--- src/design/hcvg_pkg.sv ---
// Shared types, constants and rule tables for the Hilbert curve vertex generator.
// Used by hcvg_frame_stack and hilbert_curve_vertex_generator_core; no dependencies.
`timescale 1ns / 1ps

package hcvg_pkg;

    // Fixed field widths of the streaming and configuration ports.
    localparam int ORDER_W    = 4;
    localparam int S_TDATA_W  = 8;
    localparam int M_TUSER_W  = 2;
    localparam int CFG_IDX_W  = 1;
    localparam int CFG_DATA_W = 4;

    // Register indexes on the configuration channel.
    localparam logic [CFG_IDX_W-1:0] REG_NUM_ORDERS = 1'b0;
    localparam logic [CFG_IDX_W-1:0] REG_SIDE_LOG2  = 1'b1;

    // Register values after reset.
    localparam logic [CFG_DATA_W-1:0] NUM_ORDERS_RST = 4'd4;
    localparam logic [CFG_DATA_W-1:0] SIDE_LOG2_RST  = 4'd9;

    // A frame has made all three of its moves once its phase reaches this value.
    localparam logic [1:0] PHASE_LAST = 2'd3;

    typedef logic [1:0] phase_t;

    typedef enum logic [2:0] {
        ST_IDLE,
        ST_BEGIN,
        ST_DESCEND,
        ST_POP,
        ST_OUTPUT
    } state_t;

    typedef enum logic [1:0] {
        RULE_A,
        RULE_B,
        RULE_C,
        RULE_D
    } rule_t;

    typedef enum logic [1:0] {
        DIR_W,
        DIR_E,
        DIR_N,
        DIR_S
    } dir_t;

    // What the vertex in flight is: the start of an order, a move, or nothing left.
    typedef enum logic [1:0] {
        KIND_START,
        KIND_MOVE,
        KIND_NONE
    } kind_t;

    // Commands from the sequencer to the frame stack.
    typedef struct packed {
        logic clear;
        logic start;
        logic push;
        logic step;
        logic pop;
    } stk_cmd_t;

    // Top-of-stack view returned to the sequencer.
    typedef struct packed {
        rule_t  top_rule;
        phase_t top_phase;
        logic   all_done;
    } stk_status_t;

    // Rule of the sub-curve that is expanded before move number phase of a rule.
    function automatic rule_t sub_rule(input rule_t rule, input phase_t phase);
        rule_t res;
        res = RULE_A;
        case (rule)
            RULE_A: begin
                case (phase)
                    2'd0:    res = RULE_D;
                    2'd3:    res = RULE_B;
                    default: res = RULE_A;
                endcase
            end
            RULE_B: begin
                case (phase)
                    2'd0:    res = RULE_C;
                    2'd3:    res = RULE_A;
                    default: res = RULE_B;
                endcase
            end
            RULE_C: begin
                case (phase)
                    2'd0:    res = RULE_B;
                    2'd3:    res = RULE_D;
                    default: res = RULE_C;
                endcase
            end
            RULE_D: begin
                case (phase)
                    2'd0:    res = RULE_A;
                    2'd3:    res = RULE_C;
                    default: res = RULE_D;
                endcase
            end
            default: res = RULE_A;
        endcase
        return res;
    endfunction

    // Direction of move number phase (0 to 2) of a rule.
    function automatic dir_t move_dir(input rule_t rule, input phase_t phase);
        dir_t res;
        res = DIR_W;
        case (rule)
            RULE_A: begin
                case (phase)
                    2'd0:    res = DIR_W;
                    2'd1:    res = DIR_N;
                    default: res = DIR_E;
                endcase
            end
            RULE_B: begin
                case (phase)
                    2'd0:    res = DIR_S;
                    2'd1:    res = DIR_E;
                    default: res = DIR_N;
                endcase
            end
            RULE_C: begin
                case (phase)
                    2'd0:    res = DIR_E;
                    2'd1:    res = DIR_S;
                    default: res = DIR_W;
                endcase
            end
            RULE_D: begin
                case (phase)
                    2'd0:    res = DIR_N;
                    2'd1:    res = DIR_W;
                    default: res = DIR_S;
                endcase
            end
            default: res = DIR_W;
        endcase
        return res;
    endfunction

endpackage

--- src/design/hcvg_frame_stack.sv ---
// Recursion frame stack of the Hilbert curve walker: rule and move count per level.
// Depends on hcvg_pkg for the rule table, command and status types.
`timescale 1ns / 1ps

module hcvg_frame_stack #(
    parameter int MAX_ORDER = 8,
    localparam int DEPTH_W  = $clog2(MAX_ORDER + 1)
) (
    input  logic                    aclk,
    input  logic                    aresetn,
    input  hcvg_pkg::stk_cmd_t      cmd,
    output logic [DEPTH_W-1:0]      depth,
    output hcvg_pkg::stk_status_t   status
);
    import hcvg_pkg::*;

    localparam int IDX_W = (MAX_ORDER > 1) ? $clog2(MAX_ORDER) : 1;

    rule_t              rule_reg  [MAX_ORDER];
    phase_t             phase_reg [MAX_ORDER];
    logic [DEPTH_W-1:0] depth_reg;
    logic [DEPTH_W-1:0] depth_next;
    logic [DEPTH_W-1:0] top_ptr;
    logic [IDX_W-1:0]   top_idx;
    logic [IDX_W-1:0]   push_idx;
    logic [MAX_ORDER-1:0] done_vec;

    // The open frame sits one below the depth count; a push lands at the count.
    assign top_ptr  = depth_reg - DEPTH_W'(1);
    assign top_idx  = top_ptr[IDX_W-1:0];
    assign push_idx = depth_reg[IDX_W-1:0];

    // Depth count update.
    always_comb begin
        depth_next = depth_reg;
        if (cmd.clear) begin
            depth_next = '0;
        end else if (cmd.start) begin
            depth_next = DEPTH_W'(1);
        end else if (cmd.push) begin
            depth_next = depth_reg + DEPTH_W'(1);
        end else if (cmd.pop) begin
            depth_next = depth_reg - DEPTH_W'(1);
        end
    end

    always_ff @(posedge aclk) begin
        if (!aresetn) begin
            depth_reg <= '0;
        end else begin
            depth_reg <= depth_next;
        end
    end

    // Frame contents; a level is only read below the depth count, so no reset.
    always_ff @(posedge aclk) begin
        if (cmd.start) begin
            rule_reg[0]  <= RULE_A;
            phase_reg[0] <= '0;
        end
        if (cmd.push) begin
            rule_reg[push_idx]  <= sub_rule(rule_reg[top_idx], phase_reg[top_idx]);
            phase_reg[push_idx] <= '0;
        end
        if (cmd.step) begin
            phase_reg[top_idx] <= phase_reg[top_idx] + 2'd1;
        end
    end

    // Every open level has made all of its moves.
    always_comb begin
        for (int i = 0; i < MAX_ORDER; i++) begin
            done_vec[i] = (phase_reg[i] == PHASE_LAST) || (DEPTH_W'(i) >= depth_reg);
        end
    end

    assign depth            = depth_reg;
    assign status.top_rule  = rule_reg[top_idx];
    assign status.top_phase = phase_reg[top_idx];
    assign status.all_done  = &done_vec;

endmodule

--- src/design/hilbert_curve_vertex_generator_core.sv ---
// Hilbert curve vertex generator core: one vertex of the superimposed curves per transfer.
// The vertex for an input transfer is set by the frame stack walk, which pops or
// pushes one recursion level per cycle around one move, and is registered to m_tvalid.
// Throughput: one item at a time; s_tready returns with m_tvalid; m_tready stalls add cycles.
// Reset: synchronous active-low aresetn restores the register defaults and the first vertex.
// Depends on hcvg_pkg and hcvg_frame_stack.
`timescale 1ns / 1ps

module hilbert_curve_vertex_generator_core #(
    parameter int MAX_ORDER  = 8,
    parameter int COORD_BITS = 12,
    localparam int M_TDATA_W = ((2 * COORD_BITS + hcvg_pkg::ORDER_W + 7) / 8) * 8
) (
    input  logic                             aclk,
    input  logic                             aresetn,
    // Input stream
    input  logic                             s_tvalid,
    output logic                             s_tready,
    input  logic [hcvg_pkg::S_TDATA_W-1:0]   s_tdata,   // [0] restart, rest zero
    // Result stream
    output logic                             m_tvalid,
    input  logic                             m_tready,
    output logic [M_TDATA_W-1:0]             m_tdata,   // x, y, order from bit 0 up
    output logic [hcvg_pkg::M_TUSER_W-1:0]   m_tuser,   // curve_start, done_res
    output logic                             m_tlast,   // last
    // Configuration writes
    input  logic                             cfg_valid,
    output logic                             cfg_ready,
    input  logic [hcvg_pkg::CFG_IDX_W-1:0]   cfg_index,
    input  logic [hcvg_pkg::CFG_DATA_W-1:0]  cfg_data
);
    import hcvg_pkg::*;

    localparam int DEPTH_W = $clog2(MAX_ORDER + 1);
    localparam int SHIFT_W = $clog2(COORD_BITS);

    state_t                 state_reg, state_next;
    logic [CFG_DATA_W-1:0]  num_orders_reg, num_orders_next;
    logic [CFG_DATA_W-1:0]  side_log2_reg, side_log2_next;
    logic [COORD_BITS-1:0]  cur_x_reg, cur_x_next;
    logic [COORD_BITS-1:0]  cur_y_reg, cur_y_next;
    logic [COORD_BITS-1:0]  origin_reg, origin_next;
    logic [COORD_BITS-1:0]  step_reg, step_next;
    logic [ORDER_W-1:0]     cur_order_reg, cur_order_next;
    logic                   finished_reg, finished_next;
    kind_t                  kind_reg, kind_next;
    logic                   m_valid_reg, m_valid_next;
    logic [COORD_BITS-1:0]  out_x_reg, out_x_next;
    logic [COORD_BITS-1:0]  out_y_reg, out_y_next;
    logic [ORDER_W-1:0]     out_order_reg, out_order_next;
    logic                   out_start_reg, out_start_next;
    logic                   out_last_reg, out_last_next;
    logic                   out_done_reg, out_done_next;

    stk_cmd_t               stk_cmd;
    stk_status_t            stk_status;
    logic [DEPTH_W-1:0]     stk_depth;

    logic [SHIFT_W-1:0]     shamt;
    logic [COORD_BITS-1:0]  half_side;
    logic                   first_order;
    logic [COORD_BITS-1:0]  step_begin;
    logic [COORD_BITS-1:0]  origin_base;
    logic [ORDER_W-1:0]     eff_orders;
    logic                   more_orders;
    dir_t                   mv_dir;
    logic                   mv_on_x;
    logic [COORD_BITS-1:0]  add_a;
    logic [COORD_BITS-1:0]  add_b;
    logic                   add_sub;
    logic [COORD_BITS-1:0]  add_sum;
    logic                   can_push;

    hcvg_frame_stack #(
        .MAX_ORDER (MAX_ORDER)
    ) u_stack (
        .aclk    (aclk),
        .aresetn (aresetn),
        .cmd     (stk_cmd),
        .depth   (stk_depth),
        .status  (stk_status)
    );

    // Half the square side, with the side exponent clamped to the coordinate range.
    always_comb begin
        if (side_log2_reg == '0) begin
            shamt = '0;
        end else if ({1'b0, side_log2_reg} > 5'(COORD_BITS)) begin
            shamt = SHIFT_W'(COORD_BITS - 1);
        end else begin
            shamt = SHIFT_W'(side_log2_reg - 4'd1);
        end
    end
    assign half_side = COORD_BITS'(1) << shamt;

    // Order count clamped to one through MAX_ORDER.
    always_comb begin
        if (num_orders_reg == '0) begin
            eff_orders = ORDER_W'(1);
        end else if (num_orders_reg > ORDER_W'(MAX_ORDER)) begin
            eff_orders = ORDER_W'(MAX_ORDER);
        end else begin
            eff_orders = num_orders_reg;
        end
    end

    // A further order is drawn only while its step would stay at least one pixel.
    assign more_orders = (cur_order_reg < eff_orders) && (|step_reg[COORD_BITS-1:1]);

    // Step and start point of the next order; the first order starts from half the side.
    assign first_order = (cur_order_reg == '0);
    assign step_begin  = first_order ? half_side : (step_reg >> 1);
    assign origin_base = first_order ? half_side : origin_reg;

    // Move of the open frame.
    assign mv_dir  = move_dir(stk_status.top_rule, stk_status.top_phase);
    assign mv_on_x = (mv_dir == DIR_W) || (mv_dir == DIR_E);

    // The one shared add/subtract unit: coordinate moves and start point offsets.
    always_comb begin
        if (state_reg == ST_POP) begin
            add_a   = mv_on_x ? cur_x_reg : cur_y_reg;
            add_b   = step_reg;
            add_sub = (mv_dir == DIR_W) || (mv_dir == DIR_N);
        end else begin
            add_a   = origin_base;
            add_b   = step_begin >> 1;
            add_sub = 1'b0;
        end
        add_sum = add_sub ? (add_a - add_b) : (add_a + add_b);
    end

    assign can_push = (ORDER_W'(stk_depth) < cur_order_reg) &&
                      (stk_depth < DEPTH_W'(MAX_ORDER));

    // Configuration writes are always taken.
    assign cfg_ready = 1'b1;

    always_comb begin
        num_orders_next = num_orders_reg;
        side_log2_next  = side_log2_reg;
        if (cfg_valid) begin
            case (cfg_index)
                REG_NUM_ORDERS: num_orders_next = cfg_data;
                REG_SIDE_LOG2:  side_log2_next  = cfg_data;
                default: begin
                end
            endcase
        end
    end

    // Sequencer: next state, stack commands and the result register.
    always_comb begin
        state_next     = state_reg;
        cur_x_next     = cur_x_reg;
        cur_y_next     = cur_y_reg;
        origin_next    = origin_reg;
        step_next      = step_reg;
        cur_order_next = cur_order_reg;
        finished_next  = finished_reg;
        kind_next      = kind_reg;
        out_x_next     = out_x_reg;
        out_y_next     = out_y_reg;
        out_order_next = out_order_reg;
        out_start_next = out_start_reg;
        out_last_next  = out_last_reg;
        out_done_next  = out_done_reg;
        stk_cmd        = '0;

        // The result register empties on a transfer.
        m_valid_next = m_valid_reg && !m_tready;

        case (state_reg)
            ST_IDLE: begin
                if (s_tvalid) begin
                    if (s_tdata[0]) begin
                        cur_order_next = '0;
                        finished_next  = 1'b0;
                        stk_cmd.clear  = 1'b1;
                        state_next     = ST_BEGIN;
                    end else if (finished_reg) begin
                        kind_next  = KIND_NONE;
                        state_next = ST_OUTPUT;
                    end else if (first_order) begin
                        state_next = ST_BEGIN;
                    end else begin
                        state_next = ST_POP;
                    end
                end
            end
            ST_BEGIN: begin
                step_next      = step_begin;
                origin_next    = add_sum;
                cur_x_next     = add_sum;
                cur_y_next     = add_sum;
                cur_order_next = cur_order_reg + ORDER_W'(1);
                stk_cmd.start  = 1'b1;
                kind_next      = KIND_START;
                state_next     = ST_DESCEND;
            end
            ST_DESCEND: begin
                if (can_push) begin
                    stk_cmd.push = 1'b1;
                end else begin
                    state_next = ST_OUTPUT;
                end
            end
            ST_POP: begin
                if (stk_depth == '0) begin
                    if (more_orders) begin
                        state_next = ST_BEGIN;
                    end else begin
                        finished_next = 1'b1;
                        kind_next     = KIND_NONE;
                        state_next    = ST_OUTPUT;
                    end
                end else if (stk_status.top_phase != PHASE_LAST) begin
                    if (mv_on_x) begin
                        cur_x_next = add_sum;
                    end else begin
                        cur_y_next = add_sum;
                    end
                    stk_cmd.step = 1'b1;
                    kind_next    = KIND_MOVE;
                    state_next   = ST_DESCEND;
                end else begin
                    stk_cmd.pop = 1'b1;
                end
            end
            ST_OUTPUT: begin
                if (!m_valid_reg || m_tready) begin
                    out_x_next     = cur_x_reg;
                    out_y_next     = cur_y_reg;
                    out_order_next = cur_order_reg;
                    out_start_next = (kind_reg == KIND_START);
                    out_done_next  = (kind_reg == KIND_NONE);
                    out_last_next  = (kind_reg != KIND_NONE) && stk_status.all_done &&
                                     !more_orders;
                    m_valid_next   = 1'b1;
                    state_next     = ST_IDLE;
                end
            end
            default: begin
                state_next = ST_IDLE;
            end
        endcase
    end

    // Control registers.
    always_ff @(posedge aclk) begin
        if (!aresetn) begin
            state_reg      <= ST_IDLE;
            num_orders_reg <= NUM_ORDERS_RST;
            side_log2_reg  <= SIDE_LOG2_RST;
            cur_order_reg  <= '0;
            finished_reg   <= 1'b0;
            m_valid_reg    <= 1'b0;
        end else begin
            state_reg      <= state_next;
            num_orders_reg <= num_orders_next;
            side_log2_reg  <= side_log2_next;
            cur_order_reg  <= cur_order_next;
            finished_reg   <= finished_next;
            m_valid_reg    <= m_valid_next;
        end
    end

    // Datapath and result registers.
    always_ff @(posedge aclk) begin
        cur_x_reg     <= cur_x_next;
        cur_y_reg     <= cur_y_next;
        origin_reg    <= origin_next;
        step_reg      <= step_next;
        kind_reg      <= kind_next;
        out_x_reg     <= out_x_next;
        out_y_reg     <= out_y_next;
        out_order_reg <= out_order_next;
        out_start_reg <= out_start_next;
        out_last_reg  <= out_last_next;
        out_done_reg  <= out_done_next;
    end

    // Port packing.
    assign s_tready = (state_reg == ST_IDLE);
    assign m_tvalid = m_valid_reg;
    assign m_tlast  = out_last_reg;
    assign m_tuser  = {out_done_reg, out_start_reg};

    always_comb begin
        m_tdata = '0;
        m_tdata[COORD_BITS-1:0]                           = out_x_reg;
        m_tdata[2*COORD_BITS-1:COORD_BITS]                = out_y_reg;
        m_tdata[2*COORD_BITS+ORDER_W-1:2*COORD_BITS]      = out_order_reg;
    end

`ifndef SYNTHESIS
    // The stack never holds more levels than the order being drawn.
    a_depth_bound: assert property (@(posedge aclk) disable iff (!aresetn)
        ORDER_W'(stk_depth) <= cur_order_reg)
        else $error("frame stack deeper than current order");

    // A start vertex leaves the sequencer exactly at the new order's start point.
    a_start_origin: assert property (@(posedge aclk) disable iff (!aresetn)
        (state_reg == ST_OUTPUT && kind_reg == KIND_START) |->
        (cur_x_reg == origin_reg && cur_y_reg == origin_reg))
        else $error("start vertex differs from order origin");

    // The stack walk only runs inside a live order.
    a_pop_live: assert property (@(posedge aclk) disable iff (!aresetn)
        (state_reg == ST_POP) |-> (cur_order_reg != '0 && !finished_reg))
        else $error("stack walk outside a live order");

    // Orders never run past the clamp.
    a_order_bound: assert property (@(posedge aclk) disable iff (!aresetn)
        cur_order_reg <= ORDER_W'(MAX_ORDER))
        else $error("current order above maximum");
`endif

endmodule
--- config.mk ---
export PLATFORM = sky130hd
export DESIGN_NAME = hilbert_curve_vertex_generator_core
export DESIGN_NICKNAME = d
export VERILOG_FILES = /design/src/design/hcvg_pkg.sv /design/src/design/hcvg_frame_stack.sv /design/src/design/hilbert_curve_vertex_generator_core.sv
export SDC_FILE = /design/constraint.sdc
export NUM_CORES = 1
export LEC_CHECK = 0
export ABC_AREA = 1
export BUFFER_PORTS_ARGS = -buffer_cell sky130_fd_sc_hd__buf_2
export CORE_UTILIZATION = 37
export CTS_BUF_LIST = sky130_fd_sc_hd__clkbuf_8
export DETAILED_ROUTE_END_ITERATION = 12
export HOLD_SLACK_MARGIN = 0.06
export PLACE_DENSITY = 0.6
export SETUP_SLACK_MARGIN = 0.4
export SLEW_MARGIN = 20
export SYNTH_ARGS = -nofsm -noshare
export SYNTH_HDL_FRONTEND = slang
export SYNTH_HIERARCHICAL = 1
export SYNTH_SLANG_ARGS = --single-unit
--- constraint.sdc ---
create_clock -name aclk -period 3.7 [get_ports aclk]
set_input_delay 0.74 -clock aclk [delete_from_list [all_inputs] [get_ports aclk]]
set_output_delay 0.74 -clock aclk [all_outputs]
set_load 0.05 [all_outputs]
Word level (Yosys, flattened, before mapping):

Memory sizes are Yosys's and may differ from the RTL's.
Index checks and enable logic that the tools add are counted.

* logic and storage cells: 215
* memory bits (writable): 32
* input bits: 18
* register bits: 102
* memories: 2

* shifts and indexed selects: 1
* eq/ne operators: 36
* add/subtract/negate cells: 7
* reduce and logical (&&, ||, !) cells: 50
* bitwise gates (word level): 2
* multiplexer cells: 85
* magnitude comparators: 13

Memory list
* u_stack.phase_reg: words 8, bits a word 2, rd ports 9, clocked after memory_dff 0, wr ports 1, RTL line hcvg_frame_stack.sv:20 `phase_t phase_reg [MAX_ORDER];`
* u_stack.rule_reg: words 8, bits a word 2, rd ports 1, clocked after memory_dff 0, wr ports 1, RTL line hcvg_frame_stack.sv:19 `rule_t rule_reg [MAX_ORDER];`

Operators by type and width (count)
* two-way mux 12 bit: 12
* case mux 12 bit (2 select lines): 2
* two-way mux 3 bit: 11
* two-way mux 4 bit: 8
* case mux 2 bit (2 select lines): 8
* equality test 2 bit, second input constant: 13
* two-way mux 2 bit: 13
* two-way mux 1 bit: 25
* != test 2 bit, second input constant: 10
* greater-or-equal comparator 3 x 4 -> 1 bit, first input constant: 4
* zero test 4 bit: 4
* case mux 2 bit (4 select lines): 2
* case mux 3 bit (5 select lines): 1
* adder 12 bit: 1
* AND reduction 4 bit: 3
* left shift 1 x 4 -> 12 bit, first input constant: 1
* subtractor 12 bit: 1
* logical OR 1 bit: 11
* OR reduction 11 bit: 1
* adder 4 x 1 -> 4 bit, second input constant: 2
* greater-or-equal comparator 1 x 4 -> 1 bit, first input constant: 2
* greater-or-equal comparator 2 x 4 -> 1 bit, first input constant: 2
* > comparator 4 bit, second input constant: 2
* zero test 2 bit: 4
* 27 further kinds: 51

Longest topological paths before layout:

An unclocked memory read counts as a cell.

* word-level depth: 15
* gate-level depth with buffers: 27
* mapped depth without buffers: 27

Hierarchy:

The synthesis kept the hierarchy.

Modules (own cells, without submodules)
* hilbert_curve_vertex_generator_core: instances 1, cells each 573, area an instance 5342.6 sq um, sequential area each 2772.7 sq um
* hcvg_frame_stack: instances 1, cells each 255, area an instance 2065.7 sq um, sequential area each 1041.0 sq um

Least setup slack after synthesis:

OpenSTA, ideal clock, no wires.

* kind: reg2reg
* start point: reg u_stack.depth_reg[0], in the netlist u_stack/depth[0]
* end point: reg cur_x_reg[8], data pin
* cell stages (with the launch flop): 25
* arrival time: 3.805 ns
* path buffers: 3
* slack: -0.372 ns
* setup time: 0.266 ns
* data required time: 3.434 ns
* path through: dfxtp_1 -> buf_4 -> inv_4 -> buf_6 -> ha_1 -> inv_2 -> buf_2 -> a21oi_1 -> o21ai_0 -> nand3_1 -> nand2_1 -> xor2_1 -> nand2_1 -> nand2_1 -> nand2_1 -> inv_1 -> a221o_1 -> ha_1 -> a21oi_1 -> o21ai_0 -> a21oi_1 -> nor2_1 -> o21ai_0 -> nand2_1 -> xor2_1

RTL lines
* start, declared: RTL line hcvg_frame_stack.sv:21 `logic [DEPTH_W-1:0] depth_reg;`
* start signal, assigned: RTL line hcvg_frame_stack.sv:51 `depth_reg <= depth_next;`
* end signal, assigned: RTL line hilbert_curve_vertex_generator_core.sv:270 `cur_x_reg <= cur_x_next;`
* end, declared: RTL line hilbert_curve_vertex_generator_core.sv:40 `logic [COORD_BITS-1:0] cur_x_reg, cur_x_next;`

==> reports/results.txt <==
The flow ran to the end, and the final reports show no timing, DRC or antenna violations. The tools report the final setup TNS as 0 ns. 0 antenna diodes ended up in the layout. Among all flip-flop cells after synthesis, the most frequent one is edfxtp_1. Routability-driven placement finished with a final weighted congestion of 0.862. The number of nets in the layout came out at 976.

In this run the horizontal extent of the chip is 144 um. The run gives 28000 um as the global-route wire length before repair. The run gives 134 as the number of clock sinks seen by CTS. The clock passes through at most 2 buffers. The tools report the initial standard-cell utilization of the core as 0.379. The fraction of final layout cells with drive strength greater than 1 came out at 0.294. After detailed routing, the total wire length is 17500 um.

Async set or reset register ratio after synthesis: 0. TritonCTS built the clock tree. The fill cell total of the finished layout came out at 1883. Most common library cell in the layout ignoring fill and taps: nand2_1. The overall fraction of global-route tracks in use came out at 0.180. The post-route clock period utilization came out at 0.946. The logs give 5 for the first-pass iteration count of the detailed router and 0 for the initial antenna violation count.

The number of global-route vias before repair is 5612, and the mean number of vias per cell is 4.83. The die covers 20600 um2. The number of cells produced by synthesis is 828. For the number of top-level pins, the log shows 56. End of the worst register-to-register path: cur_x_reg[11]. Counting flops and latches in the post-synthesis netlist gives 134. The startpoint of the lowest-slack hold path is cur_y_reg[3]. Counting instances, the worst hold path has a depth of 0. In this run the worst hold path is classified as reg2reg. For the final database, setup skew stands at 0.0189 ns.

The worst slew margin relative to its limit was 0.449. The top cell type by total area after synthesis was edfxtp_1. Setup-violating endpoint count in the final report: 0. Setup repair after global routing could not meet its margin everywhere.

For hold timing, the worst endpoint is out_y_reg[3]. The logs give 3.90 ns for the worst path required time and 19500 um2 for the floorplan core area. The run gives 12500 um as the sum of net half-perimeters after detailed placement. STA classifies the critical path endpoint as a flop. The clock transition at the register clock pins on the worst setup and hold paths after CTS is 0.08 ns, and the number of vias after detailed routing is 5834. The number of maximum-capacitance constraint violations was 0; the mean area per synthesized cell was 8.95 um2. The number of synthesized flops with an enable pin was 113. The tools report the source of the worst register-to-register timing path as u_stack/depth[0].

Leaving out fill and tap cells, the most frequent cells in the layout are nand2_1, edfxtp_1, inv_1. For the count of nets left with antenna violations after detail routing, the log shows 0. Sorting the synthesized cells by area gives the leading types as edfxtp_1, nand2_1, dfxtp_1. The logs give 6 for the count of warnings emitted by yosys and 0.20 ns for the register-to-register setup slack. From synthesis to final layout, the design area changed by 24.4%. The post-route DRC violation count came out at 0.

The root buffer selected by CTS is clkbuf_8. Measured in cells, the most critical reg-to-reg path has a length of 21. Hold violation total from the final report: 0. At the later pin of the worst-skew pair, clock insertion delay measures 0.46 ns. The tools report the number of placement rows as 51. The share of Yosys cell area claimed by the top area cell type is 0.458, and the number of buffers created by CTS is 17. Pin slew with the least headroom to its limit: 0.825 ns. Static timing analysis puts the maximum clock frequency at 0.286 GHz. After synthesis, the netlist uses 49 different library cells. Buffers placed on the I/O ports in this run total 43. The worst path needs 3.50 ns of the cycle, external delays included.

Of all nets on the critical path, the largest fanout is 7. Data arrives at the worst endpoint at 3.70 ns. Global routing finished with a remaining overflow of 0. The CTS H-tree depth was 4; the height of the die was 144 um. Entering global routing, the biggest net connects 30 pins. Per-cell routed wire length: 14.5 um. The first routing iteration left 376 violations. The number of max-slew violations in the final report is 0. The sequential fraction of the synthesis area is 0.515. Buffers inserted to repair hold after CTS numbered 0. The class of the most critical setup path was reg2reg. The category of the worst setup path launch point is a flop. The synthesized netlist occupies a cell area of 7410 um2.
per-stage QoR:
step	worst slack, ns	instances	hold slack [ns]	cell area, um2	util
after detailed placement	0.0229	1148	0.436	8220	0.421
after floorplan	0.194	831	0.427	7590	-
final	0.201	1208	0.453	9220	0.472
after CTS	0.220	1198	0.456	8990	0.460
after global routing	-0.0273	1208	0.473	9220	0.472
after global placement	0.0954	1148	0.435	8210	0.421
kinds of logic after synthesis:
group / count (synthesis) / share of synthesized area
AOI/OAI and AO/OA: 129 / 0.0990
xor gates and xnor gates: 18 / 0.0238
adders and majority gates: 28 / 0.0483
buffers and inverters: 134 / 0.0775
DFF: 134 / 0.515
other: 2 / 0.00101
and+or+nand+nor: 383 / 0.236
synth_stat cells, types with 3 or more instances:
cell        n
o21ai_1     4
nor2_4      5
nand2_1   190
buf_2       5
nand3_2     8
nor2_1     83
inv_2      11
nand2_2    22
nand4_1     9
dfxtp_1    21
or2_2       7
a21oi_1    46
a31oi_1     3
xor2_1     12
buf_6       4
nor4_1      3
edfxtp_1  113
nor2_2      3
o22ai_1     5
xnor2_1     5
nand2_4     3
o21ai_0    49
o211ai_1    5
ha_1       27
nand3_1    41
a221o_1     6
inv_1      99
clkbuf_1    3
buf_4       8
layer usage:
layer | share of wire | global-route usage
met5 | 0 | 0
met4 | 0.012 | 0.0554
met3 | 0.045 | 0.0400
met2 | 0.46 | 0.286
met1 | 0.48 | 0.243
worst max-delay path: stages (launching register included):
cell	delay (ns)
dfxtp_4	0.37
inv_6	0.04
ha_4	0.35
inv_8	0.06
a21oi_2	0.09
o21ai_1	0.07
nand3_1	0.10
nand2_2	0.09
xor2_2	0.20
nand2_2	0.09
nand2_4	0.07
nor2_4	0.23
inv_2	0.11
buf_4	0.17
o22ai_4	0.11
a21oi_1	0.07
ha_1	0.32
buf_4	0.17
a31oi_2	0.23
o311ai_4	0.13
nand2_1	0.10
nand2_2	0.09
final cells by class:
type / count / area (um2) / area share
Timing Repair Buffer: 100 / 692 / 0.0751
Tap cell: 265 / 332 / 0.0360
Clock buffer: 17 / 234 / 0.0254
Timing Repair inverter: 1 / 6.26 / 0.000679
Multi-Input combinational cell: 563 / 3520 / 0.382
Inverter: 113 / 444 / 0.0482
Clock inverter: 15 / 169 / 0.0183
Sequential cell: 134 / 3820 / 0.414
worst max path at each step:
stage                     startpoint       endpoint  slack [ns]  depth (start not counted)
floorplan           u_stack/depth[0]  cur_x_reg[11]        0.19                         22
global placement    u_stack/depth[1]  cur_x_reg[11]         0.1                         21
detailed placement  u_stack/depth[1]  cur_x_reg[11]        0.02                         22
CTS                 u_stack/depth[0]   cur_y_reg[9]        0.22                         22
global route        u_stack/depth[0]   cur_y_reg[9]       -0.03                         22
finish              u_stack/depth[0]  cur_x_reg[11]        0.20                         21
timing repair:
| item | in CTS | in global routing |
|---|---|---|
| pin swaps | 35 | 38 |
| gates resized for setup | 44 | 31 |
| setup buffers | 17 | 10 |
| endpoints found under the setup margin | 27 | 30 |
| gates cloned | 1 | 0 |
Power is not shown: default switching activity piles up to over one toggle a cycle in this logic, so the estimate is an artifact.
